==> config.mk <==
export PLATFORM = sky130hd
export DESIGN_NAME = hsirgb_front
export DESIGN_NICKNAME = d
export VERILOG_FILES = /design/src/hdl/hsirgb_pkg.sv /design/src/hdl/hsirgb_front.sv
export SDC_FILE = /design/constraint.sdc
export NUM_CORES = 1
export LEC_CHECK = 0
export ABC_AREA = 0
export BUFFER_PORTS_ARGS = -buffer_cell sky130_fd_sc_hd__buf_2
export CAP_MARGIN = 5
export CORE_MARGIN = 2
export CORE_UTILIZATION = 33
export DETAILED_ROUTE_END_ITERATION = 10
export GPL_TIMING_DRIVEN = 0
export PLACE_DENSITY = 0.7
export RECOVER_POWER = 100
export SETUP_SLACK_MARGIN = 0.02
export SLEW_MARGIN = 20
export SYNTH_ARGS = -nofsm -noshare
export SYNTH_HDL_FRONTEND = slang
export SYNTH_SLANG_ARGS = --single-unit
==> constraint.sdc <==
create_clock -name vclk -period 2.13
set_input_delay 0.1065 -clock vclk [all_inputs]
set_output_delay 0.1065 -clock vclk [all_outputs]
set_load 0.03 [all_outputs]
==> src/hdl/hsirgb_pkg.sv <==
`timescale 1ns / 1ps
`default_nettype none

package hsirgb_pkg;

    // Field widths of the stream payloads.
    localparam int HUE_W       = 9;
    localparam int PCT_W       = 7;
    localparam int CH_W        = 8;
    localparam int OFS_W       = 7;
    localparam int IN_TDATA_W  = 24;
    localparam int OUT_TDATA_W = 32;

    localparam int HUE_FULL    = 360;
    localparam int SECTOR_SPAN = 120;
    localparam int HALF_SPAN   = SECTOR_SPAN / 2;
    localparam int PCT_MAX     = 100;

    // Fraction bits of the hue ratio table.
    localparam int RATIO_FRAC_BITS = 14;
    localparam int RATIO_W         = RATIO_FRAC_BITS + 3;
    localparam int SR_W            = RATIO_FRAC_BITS + 9;
    localparam int XC_W            = RATIO_FRAC_BITS + 11;
    localparam int X_W             = RATIO_FRAC_BITS + 9;

    // 255 * intensity, channel numerators after the fraction shift, and 255 * (100 - s) * i.
    localparam int I255_W      = 15;
    localparam int LEVEL_SHIFT = CH_W;
    localparam int M_W         = 23;
    localparam int P_W         = 22;

    // Constant division by reciprocal multiply with a single correction step.
    localparam int DIV_SHIFT = 32;
    localparam int DIV_W     = 15;
    localparam int RECIP_W   = 19;
    localparam int PROD_W    = M_W + RECIP_W;
    localparam int Q_W       = CH_W + 1;
    localparam logic [DIV_W-1:0]   DIV_RGB     = 15'd30000;
    localparam logic [DIV_W-1:0]   DIV_WHITE   = 15'd10000;
    localparam logic [RECIP_W-1:0] RECIP_RGB   =
        RECIP_W'((64'd1 << DIV_SHIFT) / 64'(DIV_RGB));
    localparam logic [RECIP_W-1:0] RECIP_WHITE =
        RECIP_W'((64'd1 << DIV_SHIFT) / 64'(DIV_WHITE));
    localparam logic [CH_W-1:0]    CH_MAX      = '1;

    // Queue between the front decoder and the arithmetic pipe.
    localparam int Q_DEPTH = 4;
    localparam int Q_PTR_W = $clog2(Q_DEPTH);
    localparam int Q_CNT_W = $clog2(Q_DEPTH + 1);

    // Register port.
    localparam int CFG_ADDR_W = 3;
    localparam int CFG_DATA_W = 32;
    localparam logic [CFG_ADDR_W-3:0] REG_WHITE_MODE = '0;

    // Which channel takes the leading term.
    typedef enum logic [1:0] {
        SEC_R,
        SEC_G,
        SEC_B
    } t_sector;

    typedef struct packed {
        t_sector            sector;
        logic [OFS_W-1:0]   offset;
        logic [PCT_W-1:0]   sat;
        logic [PCT_W-1:0]   inten;
    } t_item;

    typedef struct packed {
        logic               full;
        logic               empty;
        logic [Q_CNT_W-1:0] count;
    } t_q_stat;

    // Table build, evaluated at elaboration only.
    localparam longint Q28_ONE = longint'(1) << 28;
    localparam longint PI_Q28  = 843314857;

    // The Taylor terms are divided by (2k - 1) * 2k for k = 1 to 12.
    function automatic longint cos_q28(input int deg);
        longint x;
        longint x2;
        longint term;
        longint sum;
        int     mag;
        mag  = (deg < 0) ? -deg : deg;
        x    = longint'(mag) * PI_Q28 / 180;
        x2   = x * x / Q28_ONE;
        term = Q28_ONE;
        sum  = Q28_ONE;
        term = -(term * x2 / Q28_ONE) / 2;
        sum  = sum + term;
        term = -(term * x2 / Q28_ONE) / 12;
        sum  = sum + term;
        term = -(term * x2 / Q28_ONE) / 30;
        sum  = sum + term;
        term = -(term * x2 / Q28_ONE) / 56;
        sum  = sum + term;
        term = -(term * x2 / Q28_ONE) / 90;
        sum  = sum + term;
        term = -(term * x2 / Q28_ONE) / 132;
        sum  = sum + term;
        term = -(term * x2 / Q28_ONE) / 182;
        sum  = sum + term;
        term = -(term * x2 / Q28_ONE) / 240;
        sum  = sum + term;
        term = -(term * x2 / Q28_ONE) / 306;
        sum  = sum + term;
        term = -(term * x2 / Q28_ONE) / 380;
        sum  = sum + term;
        term = -(term * x2 / Q28_ONE) / 462;
        sum  = sum + term;
        term = -(term * x2 / Q28_ONE) / 552;
        sum  = sum + term;
        return sum;
    endfunction

    function automatic logic [RATIO_W-1:0] ratio_entry(input int ofs);
        longint num;
        longint den;
        longint p;
        longint mag;
        longint rem;
        longint q;
        num = cos_q28(ofs);
        den = cos_q28(HALF_SPAN - ofs);
        p   = num * (longint'(1) << RATIO_FRAC_BITS);
        mag = (p < 0) ? -p : p;
        if (den <= 0) begin
            den = 1;
        end
        // Round half up on the magnitude, then a restoring long division.
        rem = mag + (den >>> 1);
        q   = 0;
        for (int b = RATIO_W; b >= 0; b--) begin
            if (rem >= (den <<< b)) begin
                rem = rem - (den <<< b);
                q   = q + (longint'(1) << b);
            end
        end
        return RATIO_W'((p < 0) ? -q : q);
    endfunction

    typedef logic [SECTOR_SPAN-1:0][RATIO_W-1:0] t_ratio_rom;

    function automatic t_ratio_rom build_ratio_rom();
        t_ratio_rom rom;
        for (int o = 0; o < SECTOR_SPAN; o++) begin
            rom[o] = ratio_entry(o);
        end
        return rom;
    endfunction

    // cos(o) / cos(60 - o) in signed fixed point, one entry per degree of offset.
    localparam t_ratio_rom RATIO_ROM = build_ratio_rom();

endpackage

`default_nettype wire

==> src/hdl/hsirgb_front.sv <==
`timescale 1ns / 1ps
`default_nettype none

module hsirgb_front import hsirgb_pkg::*; (
    input  logic                  i_valid,
    // hue_degrees [8:0], saturation_percent [15:9], intensity_percent [22:16]
    input  logic [IN_TDATA_W-1:0] i_tdata,
    output logic                  o_ready,
    input  logic                  i_q_full,
    output logic                  o_push,
    output t_item                 o_item
);

    localparam logic [HUE_W-1:0] HUE_WRAP  = HUE_W'(HUE_FULL);
    localparam logic [HUE_W-1:0] HUE_SEC_G = HUE_W'(SECTOR_SPAN);
    localparam logic [HUE_W-1:0] HUE_SEC_B = HUE_W'(2 * SECTOR_SPAN);
    localparam logic [PCT_W-1:0] PCT_TOP   = PCT_W'(PCT_MAX);

    logic [HUE_W-1:0] hue_raw;
    logic [HUE_W-1:0] hue;
    logic [PCT_W-1:0] sat_raw;
    logic [PCT_W-1:0] int_raw;

    always_comb begin
        hue_raw = i_tdata[HUE_W-1:0];
        sat_raw = i_tdata[HUE_W +: PCT_W];
        int_raw = i_tdata[HUE_W + PCT_W +: PCT_W];

        // Out-of-range hue wraps once; saturation and intensity clip at full scale.
        hue = (hue_raw >= HUE_WRAP) ? hue_raw - HUE_WRAP : hue_raw;

        o_item.sat   = (sat_raw > PCT_TOP) ? PCT_TOP : sat_raw;
        o_item.inten = (int_raw > PCT_TOP) ? PCT_TOP : int_raw;

        priority if (hue < HUE_SEC_G) begin
            o_item.sector = SEC_R;
            o_item.offset = hue[OFS_W-1:0];
        end else if (hue < HUE_SEC_B) begin
            o_item.sector = SEC_G;
            o_item.offset = OFS_W'(hue - HUE_SEC_G);
        end else begin
            o_item.sector = SEC_B;
            o_item.offset = OFS_W'(hue - HUE_SEC_B);
        end
    end

    assign o_ready = !i_q_full;
    assign o_push  = i_valid && !i_q_full;

endmodule

`default_nettype wire

==> results.py, run 1 <==
metrics = {
    "power_and_ir_drop": {
        "p_sw_frac": 0.556,
        "p_clk_frac": 0,
        "pwr-share-comb": 1.000,
        "power_per_cell_area_nw_per_um2": 359,
        "pwr-share-seq": 0,
        "vdd_drop_max_mv": 0.199,
        "p_leak_nw": 0.508,
        "p_sw_mw": 0.238,
        "p_int_mw": 0.190,
    },
    "place": {
        "dp_slack_ns": -0.321,
        "place_hpwl_um": 1510,
        "place_area_sq_um": 980,
        "gp_congestion": 0.787,
        "portBuffers": 49,
    },
    "timing": {
        "slew_viol_final": 0,
        "tightest_slew_ns": 0.496,
        "finalSetupViolations": 4,
        "fin_crit_sh": 1.05,
        "maxSlewHeadroom": 0.666,
        "fmax_mhz": 447,
        "post-route-min-period_ns": 2.24,
        "setup_slack_ns": -0.109,
        "rsz0062_at_grt": "true",
        "hold_viol_final": 0,
    },
    "yosys": {
        "synth_top_area_frac": 0.0980,
        "synth_nets": 118,
        "yosysWarnings": 0,
        "synth_cell_types": 39,
        "ys_seq_area_frac": 0,
        "yosysTopAreaCell": "o21ai_0",
        "synth.most_common_cell": "o21ai_0",
        "postSynthAreaPerCell_sq_um": 6.81,
        "syn_inst": 90,
        "synth_area_leaders": "o21ai_0 (9.8%), and2_1 (5.1%), nor2b_1 (5.1%)",
        "synth_commonest_cells": "o21ai_0 (12), nor2_1 (6)",
        "syn_area_sq_um": 613,
    },
    "setup_path": {
        "worstPathCellList": "buf_8 -> inv_4 -> ha_4 -> and3b_1 -> buf_6 -> a211o_1 -> a211o_4 -> clkinv_4 -> ha_4 -> a31oi_4 -> nand2b_4 -> a32oi_4 -> buf_6",
        "crit_fanout": 5,
        "crit_buf_inv": 5,
        "cp_data_arrival_time_ns": 2.13,
        "critPathCaptureType": "primary output",
        "path_class": "primary input to primary output",
        "crit_slowest_cell": "a211o_4",
        "cp_top_family": "compound AO/OA/AOI/OAI gates",
        "slowest_delay_ns": 0.35,
        "cp-start-kind": "primary input",
        "worstPathRequired_ns": 2.02,
    },
    "detailed_routing": {
        "highest_layer": "met4",
        "firstDrtPassIters": 4,
        "wl_met2_um": 1250,
        "drc": 0,
        "wl_met1_um": 874,
        "drtIter0Drc": 24,
        "drt_wl_total_um": 2350,
        "wl_met3_um": 193,
        "routedWlPerCell_um": 13.1,
        "ant_nets": 0,
        "vias": 949,
        "vias_per_cell": 5.30,
    },
    "global_route": {
        "grt_pass1_wl_um": 3420,
        "grt_pass1_vias": 835,
        "grt_usage": 0.203,
        "antenna_found_initial": 0,
        "grt_overflow": 0,
        "grt_max_degree": 11,
    },
    "cells_and_area": {
        "n_fill_cell": 156,
        "final_layout_size_suffix_gt1_frac": 0.526,
        "antennaDiodeCount": 0,
        "area_growth_pct": 94.1,
        "final.clkbuf_count": 0,
        "seq_cell_count": 0,
        "fin_area_sq_um": 1190,
        "finalNetCount": 184,
        "register_area_sq_um": 0,
    },
    "hold_path": {
        "hp-class": "primary input to primary output",
        "whs_path_depth": 3,
        "hold_path_end": "o_ready",
        "min-delay-start": "i_q_full",
    },
    "run_status": {
        "failed_checks": "setup timing",
        "status": "finished, violations left",
    },
    "floorplanning": {
        "die_width_um": 47.1,
        "chipHeight_um": 47.1,
        "rows": 15,
        "initial_core_util": 0.351,
        "die_area_sq_um": 2220,
        "core_area_sq_um": 1750,
        "io-pin-count": 51,
    },
    "clocking": {
        "ctsHoldBuffers": 0,
    },
    "job": {
        "drv_cap": 0,
    },
}
timing repair:
| item | in CTS | in global routing |
|---|---|---|
| gates cloned | 0 | 0 |
| resized for setup | 24 | 12 |
| setup buffers | 11 | 5 |
| endpoints found under the setup margin | 5 | 5 |
| hold endpoints to repair | 0 | 0 |
| pin swaps | 8 | 6 |
cells by family after synthesis:
group           Yosys count  synth area share
xor+xnor                  1            0.0265
compound gates           38             0.461
buf+inv                  16             0.137
simple gates             33             0.335
fa+ha+maj                 2            0.0408
per-stage QoR:
step	setup TNS, ns	utilization	instances	hold WS (ns)	power (mW)
after detailed placement	-1.11	0.561	164	0.492	0.339
final	-0.243	0.682	179	0.526	0.427
after global routing	-0.664	0.682	179	0.543	0.457
after global placement	-0.982	0.561	164	0.487	0.333
after floorplan	0	-	90	0.323	0.252
after CTS	-0.130	0.660	175	0.493	0.401
per-layer routing:
layer	vias up	GRT usage
li1	455	-
met1	434	0.265
met2	56	0.389
met3	4	0.00385
met4	0	0.0111
met5	-	0
worst max path at each step:
stage                      end        from  cells after the start  slack [ns]
global route        o_item[17]  i_tdata[4]                     13       -0.19
CTS                 o_item[18]  i_tdata[4]                     13        -0.1
global placement    o_item[18]  i_tdata[3]                     13       -0.30
floorplan           o_item[18]  i_tdata[3]                     11        0.04
detailed placement  o_item[18]  i_tdata[3]                     13       -0.32
finish              o_item[18]  i_tdata[4]                     13       -0.11
power by group through the flow:
stage / Combinational [mW] / Sequential [mW] / Clock (mW)
6_report: 0.427 / 0 / 0
5_1_grt: 0.457 / 0 / 0
4_1_cts: 0.401 / 0 / 0
3_5_place_dp: 0.339 / 0 / 0
3_3_place_gp: 0.333 / 0 / 0
2_1_floorplan: 0.252 / 0 / 0
cells in the final DEF (no fill, tap or decap), drive strengths merged:
cell type / n
buf: 50
clkbuf: 23
o21ai: 13
nor2: 6
and2: 6
inv: 6
a21oi: 5
nor2b: 5
nand2: 4
or2: 4
a31oi: 4
nand2b: 3
a211o: 3
o21a: 2
ha: 2
a211oi: 2
and3b: 1
nor3b: 1
and4bb: 1
o2bb2ai: 1
or3: 1
o211ai: 1
o31ai: 1
a21o: 1
clkinv: 1
nand3: 1
a32o: 1
a22oi: 1
o2111ai: 1
o221a: 1
a32oi: 1
xnor2: 1
area by class of cell:
cell class         instances  area, sq um  share of cell area
plain buffers              9         56.3              0.0473
inverters                  7         36.3              0.0305
well taps                 25         31.3              0.0263
repair buffers            64          395               0.332
multi-input cells         74          671               0.564
tightest hold or removal path, delay by kind of cell:
family                 cells  cell delay [ns]
buffers and inverters      3             0.31
Power figures use the tool's default switching activity.
==> inputs of run 2 (changes only) <==
Settings changed: GPL_TIMING_DRIVEN 0 to not set.
==> results.py, run 2 (same netlist as run 1, synthesis figures left out) <==
metrics = {
    "setup_path": {
        "cp-start-kind": "primary input",
        "worstPathRequired_ns": 2.02,
        "critPathCaptureType": "primary output",
        "worstPathCellList": "buf_8 -> inv_4 -> ha_4 -> and3b_2 -> a211o_1 -> a211o_1 -> clkinv_2 -> ha_4 -> a31oi_4 -> nand2b_4 -> a32oi_4 -> buf_6",
        "slowest_delay_ns": 0.28,
        "crit_slowest_cell": "a211o_1",
        "path_class": "primary input to primary output",
        "cp_data_arrival_time_ns": 1.98,
        "crit_fanout": 5,
    },
    "detailed_routing": {
        "drc": 0,
        "vias": 889,
        "routedWlPerCell_um": 12.0,
        "firstDrtPassIters": 4,
        "ant_nets": 0,
        "drtIter0Drc": 3,
        "vias_per_cell": 5.05,
        "drt_wl_total_um": 2120,
    },
    "timing": {
        "hold_viol_final": 0,
        "fin_crit_sh": 0.979,
        "slew_viol_final": 0,
        "tightest_slew_ns": 0.365,
        "fmax_mhz": 480,
        "rsz0062_at_grt": "true",
        "finalSetupViolations": 0,
        "tns_ns": 0,
        "setup_slack_ns": 0.0457,
        "hold-worst-slack_ns": 0.513,
        "post-route-min-period_ns": 2.08,
        "maxSlewHeadroom": 0.754,
    },
    "job": {
        "drv_cap": 0,
    },
    "global_route": {
        "grt_pass1_vias": 784,
        "grt_max_degree": 11,
        "grt_pass1_wl_um": 3040,
        "grt_overflow": 0,
        "antenna_found_initial": 0,
        "grt_usage": 0.180,
    },
    "place": {
        "gp_congestion": 0.805,
        "place_hpwl_um": 1780,
        "dp_slack_ns": -0.100,
        "dp.cells": 172,
        "portBuffers": 50,
    },
    "cells_and_area": {
        "area_growth_pct": 83.1,
        "final.clkbuf_count": 0,
        "register_area_sq_um": 0,
        "final_cell_mix": "buf_2 (24), clkbuf_1 (19), buf_4 (19), o21ai_0 (12), nor2_1 (6)",
        "final_layout_size_suffix_gt1_frac": 0.517,
        "n_fill_cell": 176,
        "mostFrequentLayoutCell": "buf_2",
        "instances_no_fill": 176,
        "finalNetCount": 181,
        "seq_cell_count": 0,
        "antennaDiodeCount": 0,
    },
    "power_and_ir_drop": {
        "power_mw": 0.400,
        "vdd_drop_max_mv": 0.187,
        "power_per_cell_area_nw_per_um2": 357,
        "p_leak_nw": 0.494,
    },
    "floorplanning": {
        "rows": 15,
        "die_width_um": 47.1,
        "io-pin-count": 51,
        "initial_core_util": 0.351,
        "core_area_sq_um": 1750,
        "die_area_sq_um": 2220,
        "chipHeight_um": 47.1,
    },
    "clocking": {
        "ctsHoldBuffers": 0,
    },
    "run_status": {
        "status": "complete, no violations",
    },
    "hold_path": {
        "hp-class": "primary input to primary output",
    },
}
==> run 2: changes by cell type in the layout (fill, tap and decap cells not counted), sizes merged <==
cell	change
buf	-1
clkbuf	-2
==> run 2: final timing paths <==
check       start  cells after the start          to  slack (ns)
max    i_tdata[4]                     12  o_item[18]        0.05
min    i_tdata[0]                      2  o_item[14]        0.51
==> run 2: repair_timing <==
action	4_1_cts	5_1_grt
setup endpoints to repair	3	4
hold endpoints to repair	0	0
gates resized for setup	8	12
buffers inserted	1	4
pin swaps	4	7
==> run 2: report_power, final <==
part | internal, mW | switching [mW]
Sequential | 0 | 0
Clock | 0 | 0
Combinational | 0.176 | 0.225
==> run 2: layout make-up <==
cell class / count / area [sq um] / share of cell area
well taps: 25 / 31.3 / 0.0279
inverters: 7 / 35.0 / 0.0312
repair buffers: 70 / 419 / 0.373
multi-input cells: 74 / 637 / 0.567
==> run 2: worst max-delay path, delay by kind of cell <==
kind | cells | cell delay [ns]
AO/OA/AOI/OAI | 4 | 0.80
buffers and inverters | 4 | 0.40
adder cells (fa/ha/maj) | 2 | 0.28
AND/OR/NAND/NOR | 2 | 0.39
==> run 2: per-stage QoR <==
stage	util	area (sq um)
2_1_floorplan	-	703
3_3_place_gp	0.601	1050
3_5_place_dp	0.601	1050
4_1_cts	0.614	1070
6_report	0.643	1120
5_1_grt	0.643	1120
==> run 2: layer usage <==
layer,routed length (um),vias up,global-route usage
met2,1140,38,0.356
met3,127,2,0.00385
met1,837,401,0.212
met4,19,0,0.0389
li1,-,448,-
met5,0,-,0
