### src/hdl/hsirgb_pkg.sv
`timescale 1ns / 1ps
`default_nettype none

package hsirgb_pkg;

    // Field widths of the stream payloads.
    localparam int HUE_W       = 9;
    localparam int PCT_W       = 7;
    localparam int CH_W        = 8;
    localparam int OFS_W       = 7;
    localparam int IN_TDATA_W  = 24;
    localparam int OUT_TDATA_W = 32;

    localparam int HUE_FULL    = 360;
    localparam int SECTOR_SPAN = 120;
    localparam int HALF_SPAN   = SECTOR_SPAN / 2;
    localparam int PCT_MAX     = 100;

    // Fraction bits of the hue ratio table.
    localparam int RATIO_FRAC_BITS = 14;
    localparam int RATIO_W         = RATIO_FRAC_BITS + 3;
    localparam int SR_W            = RATIO_FRAC_BITS + 9;
    localparam int XC_W            = RATIO_FRAC_BITS + 11;
    localparam int X_W             = RATIO_FRAC_BITS + 9;

    // 255 * intensity, channel numerators after the fraction shift, and 255 * (100 - s) * i.
    localparam int I255_W      = 15;
    localparam int LEVEL_SHIFT = CH_W;
    localparam int M_W         = 23;
    localparam int P_W         = 22;

    // Constant division by reciprocal multiply with a single correction step.
    localparam int DIV_SHIFT = 32;
    localparam int DIV_W     = 15;
    localparam int RECIP_W   = 19;
    localparam int PROD_W    = M_W + RECIP_W;
    localparam int Q_W       = CH_W + 1;
    localparam logic [DIV_W-1:0]   DIV_RGB     = 15'd30000;
    localparam logic [DIV_W-1:0]   DIV_WHITE   = 15'd10000;
    localparam logic [RECIP_W-1:0] RECIP_RGB   =
        RECIP_W'((64'd1 << DIV_SHIFT) / 64'(DIV_RGB));
    localparam logic [RECIP_W-1:0] RECIP_WHITE =
        RECIP_W'((64'd1 << DIV_SHIFT) / 64'(DIV_WHITE));
    localparam logic [CH_W-1:0]    CH_MAX      = '1;

    // Queue between the front decoder and the arithmetic pipe.
    localparam int Q_DEPTH = 4;
    localparam int Q_PTR_W = $clog2(Q_DEPTH);
    localparam int Q_CNT_W = $clog2(Q_DEPTH + 1);

    // Register port.
    localparam int CFG_ADDR_W = 3;
    localparam int CFG_DATA_W = 32;
    localparam logic [CFG_ADDR_W-3:0] REG_WHITE_MODE = '0;

    // Which channel takes the leading term.
    typedef enum logic [1:0] {
        SEC_R,
        SEC_G,
        SEC_B
    } t_sector;

    typedef struct packed {
        t_sector            sector;
        logic [OFS_W-1:0]   offset;
        logic [PCT_W-1:0]   sat;
        logic [PCT_W-1:0]   inten;
    } t_item;

    typedef struct packed {
        logic               full;
        logic               empty;
        logic [Q_CNT_W-1:0] count;
    } t_q_stat;

    // Table build, evaluated at elaboration only.
    localparam longint Q28_ONE = longint'(1) << 28;
    localparam longint PI_Q28  = 843314857;

    // The Taylor terms are divided by (2k - 1) * 2k for k = 1 to 12.
    function automatic longint cos_q28(input int deg);
        longint x;
        longint x2;
        longint term;
        longint sum;
        int     mag;
        mag  = (deg < 0) ? -deg : deg;
        x    = longint'(mag) * PI_Q28 / 180;
        x2   = x * x / Q28_ONE;
        term = Q28_ONE;
        sum  = Q28_ONE;
        term = -(term * x2 / Q28_ONE) / 2;
        sum  = sum + term;
        term = -(term * x2 / Q28_ONE) / 12;
        sum  = sum + term;
        term = -(term * x2 / Q28_ONE) / 30;
        sum  = sum + term;
        term = -(term * x2 / Q28_ONE) / 56;
        sum  = sum + term;
        term = -(term * x2 / Q28_ONE) / 90;
        sum  = sum + term;
        term = -(term * x2 / Q28_ONE) / 132;
        sum  = sum + term;
        term = -(term * x2 / Q28_ONE) / 182;
        sum  = sum + term;
        term = -(term * x2 / Q28_ONE) / 240;
        sum  = sum + term;
        term = -(term * x2 / Q28_ONE) / 306;
        sum  = sum + term;
        term = -(term * x2 / Q28_ONE) / 380;
        sum  = sum + term;
        term = -(term * x2 / Q28_ONE) / 462;
        sum  = sum + term;
        term = -(term * x2 / Q28_ONE) / 552;
        sum  = sum + term;
        return sum;
    endfunction

    function automatic logic [RATIO_W-1:0] ratio_entry(input int ofs);
        longint num;
        longint den;
        longint p;
        longint mag;
        longint rem;
        longint q;
        num = cos_q28(ofs);
        den = cos_q28(HALF_SPAN - ofs);
        p   = num * (longint'(1) << RATIO_FRAC_BITS);
        mag = (p < 0) ? -p : p;
        if (den <= 0) begin
            den = 1;
        end
        // Round half up on the magnitude, then a restoring long division.
        rem = mag + (den >>> 1);
        q   = 0;
        for (int b = RATIO_W; b >= 0; b--) begin
            if (rem >= (den <<< b)) begin
                rem = rem - (den <<< b);
                q   = q + (longint'(1) << b);
            end
        end
        return RATIO_W'((p < 0) ? -q : q);
    endfunction

    typedef logic [SECTOR_SPAN-1:0][RATIO_W-1:0] t_ratio_rom;

    function automatic t_ratio_rom build_ratio_rom();
        t_ratio_rom rom;
        for (int o = 0; o < SECTOR_SPAN; o++) begin
            rom[o] = ratio_entry(o);
        end
        return rom;
    endfunction

    // cos(o) / cos(60 - o) in signed fixed point, one entry per degree of offset.
    localparam t_ratio_rom RATIO_ROM = build_ratio_rom();

endpackage

`default_nettype wire

### src/hdl/hsirgb_queue.sv
`timescale 1ns / 1ps
`default_nettype none

module hsirgb_queue import hsirgb_pkg::*; (
    input  logic    i_clk,
    input  logic    i_rst_n,
    input  logic    i_push,
    input  t_item   i_item,
    input  logic    i_pop,
    output t_item   o_item,
    output t_q_stat o_stat
);

    t_item              r_mem [Q_DEPTH];
    logic [Q_PTR_W-1:0] r_wr_ptr;
    logic [Q_PTR_W-1:0] r_rd_ptr;
    logic [Q_CNT_W-1:0] r_count;
    logic [Q_CNT_W-1:0] n_count;

    always_comb begin
        unique case ({i_push, i_pop})
            2'b10:   n_count = r_count + 1'b1;
            2'b01:   n_count = r_count - 1'b1;
            default: n_count = r_count;
        endcase
    end

    always_ff @(posedge i_clk) begin
        if (!i_rst_n) begin
            r_wr_ptr <= '0;
            r_rd_ptr <= '0;
            r_count  <= '0;
        end else begin
            if (i_push) begin
                r_wr_ptr <= r_wr_ptr + 1'b1;
            end
            if (i_pop) begin
                r_rd_ptr <= r_rd_ptr + 1'b1;
            end
            r_count <= n_count;
        end
    end

    always_ff @(posedge i_clk) begin
        if (i_push) begin
            r_mem[r_wr_ptr] <= i_item;
        end
    end

    assign o_item       = r_mem[r_rd_ptr];
    assign o_stat.empty = (r_count == '0);
    assign o_stat.full  = (r_count == Q_CNT_W'(Q_DEPTH));
    assign o_stat.count = r_count;

endmodule

`default_nettype wire

### config.mk
export PLATFORM = sky130hd
export DESIGN_NAME = hsirgb_queue
export DESIGN_NICKNAME = d
export VERILOG_FILES = /design/src/hdl/hsirgb_pkg.sv /design/src/hdl/hsirgb_queue.sv
export SDC_FILE = /design/constraint.sdc
export NUM_CORES = 1
export LEC_CHECK = 0
export BUFFER_PORTS_ARGS = -buffer_cell sky130_fd_sc_hd__buf_4
export CAP_MARGIN = 20
export CORE_UTILIZATION = 35
export CTS_CLUSTER_DIAMETER = 30
export DETAILED_ROUTE_END_ITERATION = 10
export PLACE_DENSITY = 0.62
export SLEW_MARGIN = 20
export SYNTH_ARGS = -nofsm -noshare
export SYNTH_HDL_FRONTEND = slang
export SYNTH_SLANG_ARGS = --single-unit
### constraint.sdc
create_clock -name i_clk -period 1.6 [get_ports i_clk]
set_clock_uncertainty 0.05 [all_clocks]
set_input_delay 0.08 -clock i_clk [delete_from_list [all_inputs] [get_ports i_clk]]
set_output_delay 0.08 -clock i_clk [all_outputs]
set_load 0.02 [all_outputs]
==> summary.md, run 1 <==
| Metric | Value |
|---|---|
| Status | complete, but fails checks |
| Failing checks | negative setup slack |
| Dpl ws | -0.0156 ns |
| Initial antenna violation count | 0 |
| Final nets | 298 |
| CTS tree | yes |
| Critical path peak fanout | 7 |
| GRT Total Usage | 12.9% |
| Worst Hold Class | input pin to register |
| Chip height | 106 um |
| Net switching power figure | 1.30 mW |
| Syn avg cell area | 22.9 um^2 |
| Period minus WS final | 1.75 ns |
| Maximum vdd drop | 0.476 mV |
| 1st-pass router iterations | 4 |
| I/O Buffers | 54 |
| Critical Path AT | 1.62 ns |
| Relative slew margins | 84.1% |
| Cts bufs inserted | 9 |
| Total power | 5.38 mW |
| Gate power share | 17.5% |
| Library cells used by synthesis | 21 |
| Clock Tree Root | clkbuf_8 |
| # fillers | 863 |
| Worst Path Required | 1.47 ns |
| CP Capture Type | output pin |
| Die X | 106 um |
| Clk pin slew, worst setup/hold paths | 0.09 ns |
| Clock power frac | 25.4% |
| RR Endpoint | r_count[2] |
| Placed cell count | 363 |
| Critical path startpoint category | register |
| Leakage | 1.74 nW |
| Final Hold Vio Count | 0 |
| Gr ovfl total | 0 |
| RSZ-0062 raised after global routing | true |
| Finish-stage setup viols | 23 |
| CP Capture Point | o_item[16] |
| Cell count of the worst reg-to-reg path | 5 |
| ANT nets after route | 0 |
| Vias | 1838 |
| Starting Density | 36.5% |
| Slew @ Worst Pin | 0.238 ns |
| Sequential power share | 57.1% |
| Largest net degree at the start of global routing | 24 |
| Vias in the first global route | 1954 |
| Die Area | 11300 um^2 |
| Fin crit share | 109% |
| Worst skew pair latency | 0.35 ns |
| Max Clock Freq | 571 MHz |
| PD cells | 1080 nW/um^2 |
| Max-cap viol count | 0 |
| First-pass GRT wire length | 10500 um |
| Flops & latches, synth | 101 |
| Core area | 10400 um^2 |
| Total routed wirelength | 6460 um |
| Max clock buf depth | 2 |
| Yosys Warn Count | 0 |
| Slew Limit Fails | 0 |
| Reg-to-Reg Start | r_count[0] |
| Final instance count without filler cells | 406 |
| Num ports | 55 |
| FP Rows | 37 |
| Cell internal pwr | 4.08 mW |
| Register area share after synthesis | 77.4% |
| R2r setup slk | 0.07 ns |
| 1st-iter DRT viols | 47 |
| Fin worst setup slack | -0.151 ns |
| Setup CP Type | register to output pin |
| DRC | 0 |
| DR vias/cell | 4.53 |
| Sw Share | 24.2% |
| Commonest non-fill, non-tap cell in the layout | edfxtp_1 |
| H-tree depth | 3 |
| Placer Congestion | 0.652 |
| Post-synthesis instance total | 166 |
| Drt wl/cell | 15.9 um |
| Synthesized Nets | 199 |
| Layout cells sized above 1 | 40.7% |
| CTS Sinks | 101 |
| Most frequent cells in the layout | edfxtp_1 (92), buf_4 (41), dlygate4sd3_1 (24) |
| Antenna Cells | 0 |
| P&R area growth vs syn | 31.3% |
| Mapped cell area | 3800 um^2 |
-- kinds of logic after synthesis --
group | count (synthesis) | synth area share (%)
buffers and inverters | 11 | 2.20
muxes | 24 | 14.2
and+or+nand+nor | 16 | 2.47
xor gates and xnor gates | 5 | 1.15
adders and majority gates | 6 | 2.17
AOI/OAI and AO/OA | 3 | 0.461
DFF | 101 | 77.4
-- per-layer routing --
layer	wire length (um)	GRT usage, %	up-vias
met3	376	3.99	7
met2	3210	20.5	47
li1	-	-	864
met1	2790	16.5	920
met4	87	5.36	0
met5	0	0	-
-- state kept, by name, summed over array words and instances, names as in the netlist, named ones only --
register / flops
r_mem: 92
r_count: 3
r_rd_ptr: 2
r_wr_ptr: 2
-- Yosys cell counts --
master	n	share of area [%]
edfxtp_1	92	73
mux4_2	20	12
and2_1	10	1.6
dfxtp_1	9	4.7
inv_1	6	0.59
ha_1	5	1.6
mux4_1	3	2.1
xor2_1	3	0.69
buf_12	2	1.1
buf_2	2	0.26
nand2_1	2	0.20
o21ai_0	2	0.26
xnor2_1	2	0.46
a21boi_0	1	0.20
and3_1	1	0.16
buf_6	1	0.30
fa_1	1	0.53
mux2i_1	1	0.26
nor2b_1	1	0.16
nor3_1	1	0.13
or3_1	1	0.16
-- per-stage QoR --
step	util [%]	hold WS [ns]	setup TNS, ns	cell area (um^2)
2_1_floorplan	-	0.129	0	3810
3_3_place_gp	42.7	0.231	0	4450
3_5_place_dp	42.7	0.234	-0.0156	4450
4_1_cts	47.9	0.0263	-3.96	4990
5_1_grt	47.9	0.0354	-4.75	4990
6_report	47.9	0.0393	-3.16	4990
-- worst min-delay path by stage --
stage	startpoint	end	slack, ns	cells after the start
after floorplan	i_item[0]	r_mem[0][0]	0.13	0
after global placement	i_item[19]	r_mem[0][19]	0.23	1
after detailed placement	i_item[12]	r_mem[0][12]	0.23	1
after CTS	i_pop	register	0.03	3
after global routing	i_pop	register	0.04	3
final	i_pop	register	0.04	3
-- area by class of cell --
cell class	instances	area, um^2	area share, %
tap	136	170	3.41
timing repair buffer	93	915	18.3
clock buffer	9	124	2.48
inverter	6	22.5	0.451
clock inverter	7	42.5	0.852
sequential	101	2950	59.1
multi-input combinational	54	768	15.4
-- worst max-delay path, stage by stage, from the launching register on --
cell,delay [ns]
dfxtp_4,0.44
buf_12,0.15
mux4_2,0.52
buf_6,0.15
-- power by group through the flow --
stage	clock [mW]	sequential [mW]	combinational, mW
2_1_floorplan	0	3.13	0.459
3_3_place_gp	0	3.12	0.795
3_5_place_dp	0	3.13	0.805
4_1_cts	1.41	3.07	0.955
5_1_grt	1.51	3.09	1.01
6_report	1.36	3.07	0.941
-- what timing repair did --
item / in CTS / in global routing
hold buffers: 24 / 0
gates cloned: 1 / 0
pin swaps: 0 / 0
setup buffers: 2 / 0
endpoints found under the hold margin: 101 / 0
gates resized for setup: 31 / 2
setup endpoints to repair: 24 / 24
(Power assumes the default switching activity.)
==> inputs of run 2 (changes only) <==
--- a/config.mk
+++ b/config.mk
@@ -10,7 +10,7 @@
 export CORE_UTILIZATION = 35
 export CTS_CLUSTER_DIAMETER = 30
 export DETAILED_ROUTE_END_ITERATION = 10
-export PLACE_DENSITY = 0.62
+export PLACE_DENSITY = 0.6
 export SLEW_MARGIN = 20
 export SYNTH_ARGS = -nofsm -noshare
 export SYNTH_HDL_FRONTEND = slang
==> constraint.sdc (replaced) <==
create_clock -name i_clk -period 2.3 [get_ports i_clk]
set_clock_uncertainty 0.05 [all_clocks]
set_input_delay 0.115 -clock i_clk [delete_from_list [all_inputs] [get_ports i_clk]]
set_output_delay 0.115 -clock i_clk [all_outputs]
set_load 0.02 [all_outputs]
==> summary.md, run 2 (synthesis results as in run 1) <==
| Metric | Value |
|---|---|
| Largest regs | r_mem x92, r_count x3 |
| GRT Total Usage | 12.0% |
| H-tree depth | 3 |
| Layout cells sized above 1 | 37.0% |
| Max clock buf depth | 2 |
| P&R area growth vs syn | 26.9% |
| Die Area | 11300 um^2 |
| I/O Buffers | 54 |
| Worst Path Required | 2.13 ns |
| Sw Share | 22.7% |
| Placed cell count | 358 |
| 1st-pass router iterations | 4 |
| Largest net degree at the start of global routing | 24 |
| Critical path peak fanout | 12 |
| Vias in the first global route | 1865 |
| Slew @ Worst Pin | 0.403 ns |
| DP HPWL | 3780 um |
| 1st-iter DRT viols | 56 |
| Setup TNS | 0 ns |
| Clk pin slew, worst setup/hold paths | 0.09 ns |
| PD cells | 801 nW/um^2 |
| RSZ-0062 raised after global routing | false |
| Most frequent cells in the layout | edfxtp_1 (92), buf_4 (61), dlygate4sd3_1 (24) |
| Placer Congestion | 0.635 |
| Total routed wirelength | 6160 um |
| Antenna Cells | 0 |
| Gate power share | 14.2% |
| Chip height | 106 um |
| Leakage | 1.69 nW |
| Sequential power share | 55.3% |
| Relative slew margins | 73.2% |
| Max Clock Freq | 483 MHz |
| Initial antenna violation count | 0 |
| Setup CP Type | register to output pin |
| Commonest non-fill, non-tap cell in the layout | edfxtp_1 |
| Num ports | 55 |
| Finish-stage setup viols | 0 |
| Clock power frac | 30.5% |
| Fin crit share | 90.0% |
| Gr ovfl total | 0 |
| Net switching power figure | 0.876 mW |
| Die X | 106 um |
| Final Hold Vio Count | 0 |
| CP Capture Type | output pin |
| DRC | 0 |
| DR vias/cell | 4.56 |
| Critical Path AT | 1.90 ns |
| Final nets | 290 |
| CTS Sinks | 101 |
| Slew Limit Fails | 0 |
| FP Rows | 37 |
| ANT nets after route | 0 |
| Worst Hold Class | input pin to register |
| Starting Density | 36.5% |
| CTS tree | yes |
| Core area | 10400 um^2 |
| Worst skew pair latency | 0.34 ns |
| Max-cap viol count | 0 |
| # fillers | 898 |
| Period minus WS final | 2.07 ns |
| Clock Tree Root | clkbuf_8 |
| Cts bufs inserted | 9 |
| Cell internal pwr | 2.99 mW |
| Final instance count without filler cells | 398 |
| Largest reg by FF count | r_mem |
| Max reg flops | 92 |
| First-pass GRT wire length | 9720 um |
| Drt wl/cell | 15.5 um |
| Vias | 1813 |
| Status | complete, no violations |
| Critical path startpoint category | register |
| Maximum vdd drop | 0.387 mV |
## run 2: cell types whose count changed in the layout (fill, tap and decap cells not counted), sizes merged
cell / change
buf: -8
clkinvlp: -3
bufinv: +2
clkbuf: +1
clkinv: -1
inv: +1
## run 2: path summary, 6_finish.rpt
| kind | from | end | slack, ns | cells after the start |
|---|---|---|---|---|
| hold reg to reg | r_count[2] | r_count[2] | 0.49 | 2 |
| hold / removal | i_push | r_wr_ptr[1] | 0.05 | 3 |
| setup / recovery | register | o_item[13] | 0.23 | 3 |
| setup reg to reg | r_count[0] | r_count[2] | 0.65 | 5 |
## run 2: power by group through the flow
| stage | clock, mW | combinational, mW | sequential (mW) |
|---|---|---|---|
| floorplan | 0 | 0.319 | 2.17 |
| global placement | 0 | 0.521 | 2.18 |
| detailed placement | 0 | 0.526 | 2.18 |
| CTS | 1.23 | 0.560 | 2.14 |
| global route | 1.30 | 0.590 | 2.15 |
| finish | 1.18 | 0.547 | 2.14 |
## run 2: worst max-delay path, stage by stage (launching register included)
cell,delay [ns]
dfxtp_2,0.59
buf_4,0.27
mux4_2,0.52
buf_4,0.17
## run 2: area by class of cell
cell class                 instances  area, um^2  share of cell area (%)
clock buffer                      10         128                    2.64
sequential                       101        2940                    61.0
multi-input combinational         54         777                    16.1
timing repair buffer              85         698                    14.5
tap                              136         170                    3.53
inverter                           6        22.5                   0.467
clock inverter                     6        86.3                    1.79
## run 2: what timing repair did
action | CTS | global route
endpoints found under the hold margin | 101 | 0
hold buffers | 24 | 0
gates resized for setup | 0 | 0
setup buffers | 0 | 0
setup endpoints to repair | 0 | 0
## run 2: layer usage
metal  GRT usage, %  vias up  wire length [um]
li1               -      852                 -
met1           14.7      917              2720
met2           19.7       39              3130
met3           3.86        5               251
met4           4.76        0                57
met5              0        -                 0
## run 2: stage by stage
step	util [%]	hold WS [ns]	cell area (um^2)	worst slack, ns	total power, mW
after floorplan	-	0.164	3800	0.590	2.49
after global placement	42.0	0.267	4370	0.551	2.70
after detailed placement	42.0	0.267	4370	0.545	2.71
after CTS	46.3	0.0329	4830	0.142	3.93
after global routing	46.3	0.0382	4830	0.0921	4.04
final	46.3	0.0483	4830	0.231	3.87
